File: config.mk
export PLATFORM = sky130hd
export DESIGN_NAME = tdq_sat_add
export DESIGN_NICKNAME = d
export VERILOG_FILES = /design/src/tdq_sat_add.sv
export SDC_FILE = /design/constraint.sdc
export NUM_CORES = 1
export LEC_CHECK = 0
export BUFFER_PORTS_ARGS = -buffer_cell sky130_fd_sc_hd__buf_2
export CAP_MARGIN = 20
export CORE_MARGIN = 2
export CORE_UTILIZATION = 55
export DETAILED_ROUTE_END_ITERATION = 12
export PLACE_DENSITY = 0.88
export SLEW_MARGIN = 30
export SYNTH_ARGS = -nofsm -noshare
export SYNTH_HDL_FRONTEND = slang
export SYNTH_SLANG_ARGS = --single-unit
File: constraint.sdc
create_clock -name vclk -period 10.8
set_clock_uncertainty 0.05 [all_clocks]
set_input_delay 0.54 -clock vclk [all_inputs]
set_output_delay 0.54 -clock vclk [all_outputs]
set_load 0.01 [all_outputs]
File: src/tdq_sat_add.sv
// shared saturating adder: one wide add and one compare against a limit
// depends on nothing; used by the sequencer for the delay total, link time and sent, admitted and dropped byte updates
module tdq_sat_add (
    input  logic [63:0] a,
    input  logic [63:0] b,
    input  logic [63:0] limit,
    output logic [63:0] sum
);

    logic [64:0] full;

    always_comb
    begin
        full = {1'b0, a} + {1'b0, b};
        // operand a never exceeds the limit, so clamping the sum is enough
        if (full > {1'b0, limit})
        begin
            sum = limit;
        end
        else
        begin
            sum = full[63:0];
        end
    end

endmodule

# Word level (Yosys, flattened, before mapping)
# Index checks and enable logic that the tools add are counted.
# W data, S select, Z words.
# word_totals
ff_bits,0
in_bits,192
out_inout_bits,64
wordCells,3
# classes
addsub,1
order_cmp,1
n_mux,1
# ops
cell,n
$add A64 B64 Y65,1
$gt A65 B64 Y1,1
$mux W64,1

# Depth between registers and ports, before layout
# depth
depth_word,3
depth_mapped,23
mapped_depth_nobuf,21

# Worst setup path before layout
# OpenSTA, ideal clock, no wires.
# synth_timing
path_kind,input to output
from,input port a[0]
to,output port sum[57]
arrival_ns,4.982
t_required_ns,10.210
setup_slack_ns,5.228
path_stages,23
n_path_buf,2
path_cell_list,ha_1 -> inv_1 -> fa_1 -> nand2b_1 -> a21oi_1 -> o21ai_1 -> a311oi_2 -> o21ai_2 -> nor2b_1 -> o21ai_0 -> xor2_1 -> ha_1 -> a21oi_1 -> o21ai_0 -> a221o_1 -> o31a_1 -> o21ai_0 -> a21oi_1 -> a211o_1 -> or2_4 -> buf_12 -> buf_2 -> o31ai_1
# synth_via
elab_chain_cells,3
# synth_rtl
item,line,source
from (decl),4,"input logic [63:0] a,"
$add A64 B64 Y65 (*),14,"full = {1'b0, a} + {1'b0, b};"
$gt A65 B64 Y1,16,"if (full > {1'b0, limit})"
$mux W64 (*),16,
to (decl),7,output logic [63:0] sum
# Mark *: on every way between the ends. The rest lies on a longest branch, timed or not.

# Worst setup path after layout
# layout_timing
from,input port a[14]
to,output port sum[4]
# layout_via
elab_chain_cells,3
# layout_rtl
item,line
$add A64 B64 Y65,14
$gt A65 B64 Y1,16
$mux W64,16
# Every way passes these cells.

==> flow_metrics.tcl <==
set metrics [dict create \
    postLayoutSetupSlackWorst_ns 3.38 \
    hold_viol_final 0 \
    final_util_pct 67.1 \
    die_x_microns 116 \
    cpMostUsedCell "a21oi_1" \
    drive_above_1_share_pct 28.0 \
    syn-instance-count 953 \
    grt_max_degree 37 \
    p_sw_share_pct 54.0 \
    p_per_area_nw_per_um2 95.2 \
    dr.pass1.iters 6 \
    insertedDiodeCount 0 \
    setup_viol 0 \
    fmax_mhz 135 \
    syn_area_sq_um 6870 \
    whs_path_depth 3 \
    post-place-ws_ns 3.54 \
    ys_top_cells_by_area "ha_1 23%, mux2_4 11%, a21oi_1 8.4%" \
    maxCapViolations 0 \
    drc 0 \
    crit_type "in -> out" \
    port_buffers 256 \
    drt-total-wl_microns 22000 \
    synth_warnings 0 \
    synth_fp_nets 1274 \
    p_leak_nw 4.29 \
    ir_drop_mv 0.0531 \
    p_int_mw 0.356 \
    min_period_ns 7.42 \
    hold_end "sum[31]" \
    grt_pass1_vias 7407 \
    seq_power_share_pct 0 \
    rows 40 \
    slowest_delay_ns 0.60 \
    cts.repair.resized 0 \
    cp.arrival_ns 6.83 \
    hold_buffers 0 \
    die_h_microns 116 \
    required_ns 10.21 \
    p_sw_mw 0.418 \
    die_area_sq_um 13400 \
    core_sq_um 12100 \
    finalCritPeriodShare_pct 68.7 \
    grt_pass1_wl_microns 34800 \
    yosysSeqAreaShare_pct 0 \
    post_drt_wl_per_cell_microns 16.5 \
    synth_top_area_cell "ha_1" \
    rsz0062_at_grt "no" \
    gp_congestion 0.984 \
    hp-class "in -> out" \
    synth_most_common_cell "ha_1" \
    grt_usage_pct 31.3 \
    initial_core_util_pct 56.7 \
    cts_setup_buffers 0 \
    status "complete, no violations" \
    syn_area_per_cell_sq_um 7.21 \
    io_pins 256 \
    ant_nets 0 \
    comb_power_share_pct 100.0 \
    slew_headroom_pct 39.5 \
    drt_iter0_markers 796 \
    vias 8038 \
    cp-start-kind "input pin" \
    end_kind "primary output" \
    worst_pin_slew_ns 0.895 \
    viasPerCell 6.02 \
    hp-start "limit[31]" \
    dpl.hpwl_microns 19000 \
    synthTopCellsByCount "128 x ha_1, 115 x a21oi_1, 84 x inv_1" \
    ys_types 72 \
    setup_tns_ns 0 \
    nNetsFinal 1490 \
    antenna_found_initial 0 \
    synth_top_area_share_pct 23.3 \
    area_delta_synth_final_pct 18.3 \
    drv_slew 0 \
    nClkBuffers 0 \
    critical_path.cell_chain "buf_2 > ha_1 > a21oi_1 > o21ai_0 > a211oi_1 > nor3_1 > nor3b_1 > o21ai_0 > a21oi_1 > xnor2_1 > ha_1 > nand4_1 > nor3_1 > nand4_1 > a311o_1 > o211a_1 > a21oi_1 > a211o_1 > or2_4 > buf_16 > mux2_2 > buf_2" \
    area.sequential_sq_um 0 \
    grt-ovfl-total 0 \
    clkPwrFrac_pct 0 \
    cp_max_fo 36 \
    cp_slowest_cell "nor3b_1" \
    seq_cells 0 \
]
## stage by stage
stage | power, mW | std cells | instance area, sq um | hold WS, ns
2_1_floorplan | 0.567 | 953 | 6870 | 1.16
3_3_place_gp | 0.747 | 1334 | 8100 | 1.35
3_5_place_dp | 0.761 | 1335 | 8130 | 1.36
4_1_cts | 0.766 | 1335 | 8130 | 1.36
5_1_grt | 0.849 | 1335 | 8130 | 1.37
6_report | 0.774 | 1335 | 8130 | 1.35
## cell type report
type | count | area (sq um)
Fill cell | 1125 | 3980
Inverter | 84 | 315
Multi-Input combinational cell | 826 | 6290
Timing Repair Buffer | 257 | 1310
Tap cell | 168 | 210
## worst max path at each step
stage | startpoint | endpoint | cells after the start
after global placement | a[14] | sum[3] | 21
after global routing | a[14] | sum[2] | 22
after CTS | a[14] | sum[4] | 22
final | a[14] | sum[4] | 22
after detailed placement | a[14] | sum[2] | 22
after floorplan | a[0] | sum[57] | 23
## routing by layer
layer  vias up  part of all wire (%)  track usage (%)
met1      3599                    44             43.1
li1       3978                     -                -
met3        52                   8.4             2.88
met4         0                   2.5             6.90
met2       409                    45             53.1
met5         -                     0                0
## cell usage in the layout, fill, tap and decap left out, types with 36 or more instances in the layout
cell     instances
mux2_4          50
nand4_1         37
ha_1           128
a21oi_1        115
o21ai_0         62
inv_1           84
nor2_1          47
nand2_1         78
xnor2_1         36
buf_2          256
## cells by family (layout without fill, tap and decap cells)
| group | count (synthesis) | after routing | synth area share, % |
|---|---|---|---|
| AOI/OAI and AO/OA | 316 | 316 | 29.4 |
| xor gates and xnor gates | 55 | 55 | 7.01 |
| adders and majority gates | 129 | 129 | 23.6 |
| buffers and inverters | 127 | 341 | 8.40 |
| muxes | 56 | 56 | 11.9 |
| and+or+nand+nor | 270 | 270 | 19.7 |
## power groups by stage
stage | combinational, mW | clock, mW | sequential [mW]
6_report | 0.774 | 0 | 0
5_1_grt | 0.849 | 0 | 0
4_1_cts | 0.766 | 0 | 0
3_5_place_dp | 0.761 | 0 | 0
3_3_place_gp | 0.747 | 0 | 0
2_1_floorplan | 0.567 | 0 | 0
## worst max-delay path, delay by kind of cell
family,cells,cell delay [ns]
AO/OA/AOI/OAI,9,2.46
AND/OR/NAND/NOR,6,2.00
adder cells (fa/ha/maj),2,0.72
buffers and inverters,3,0.55
multiplexers,1,0.36
XOR/XNOR,1,0.17
Power figures use the tool's default switching activity.
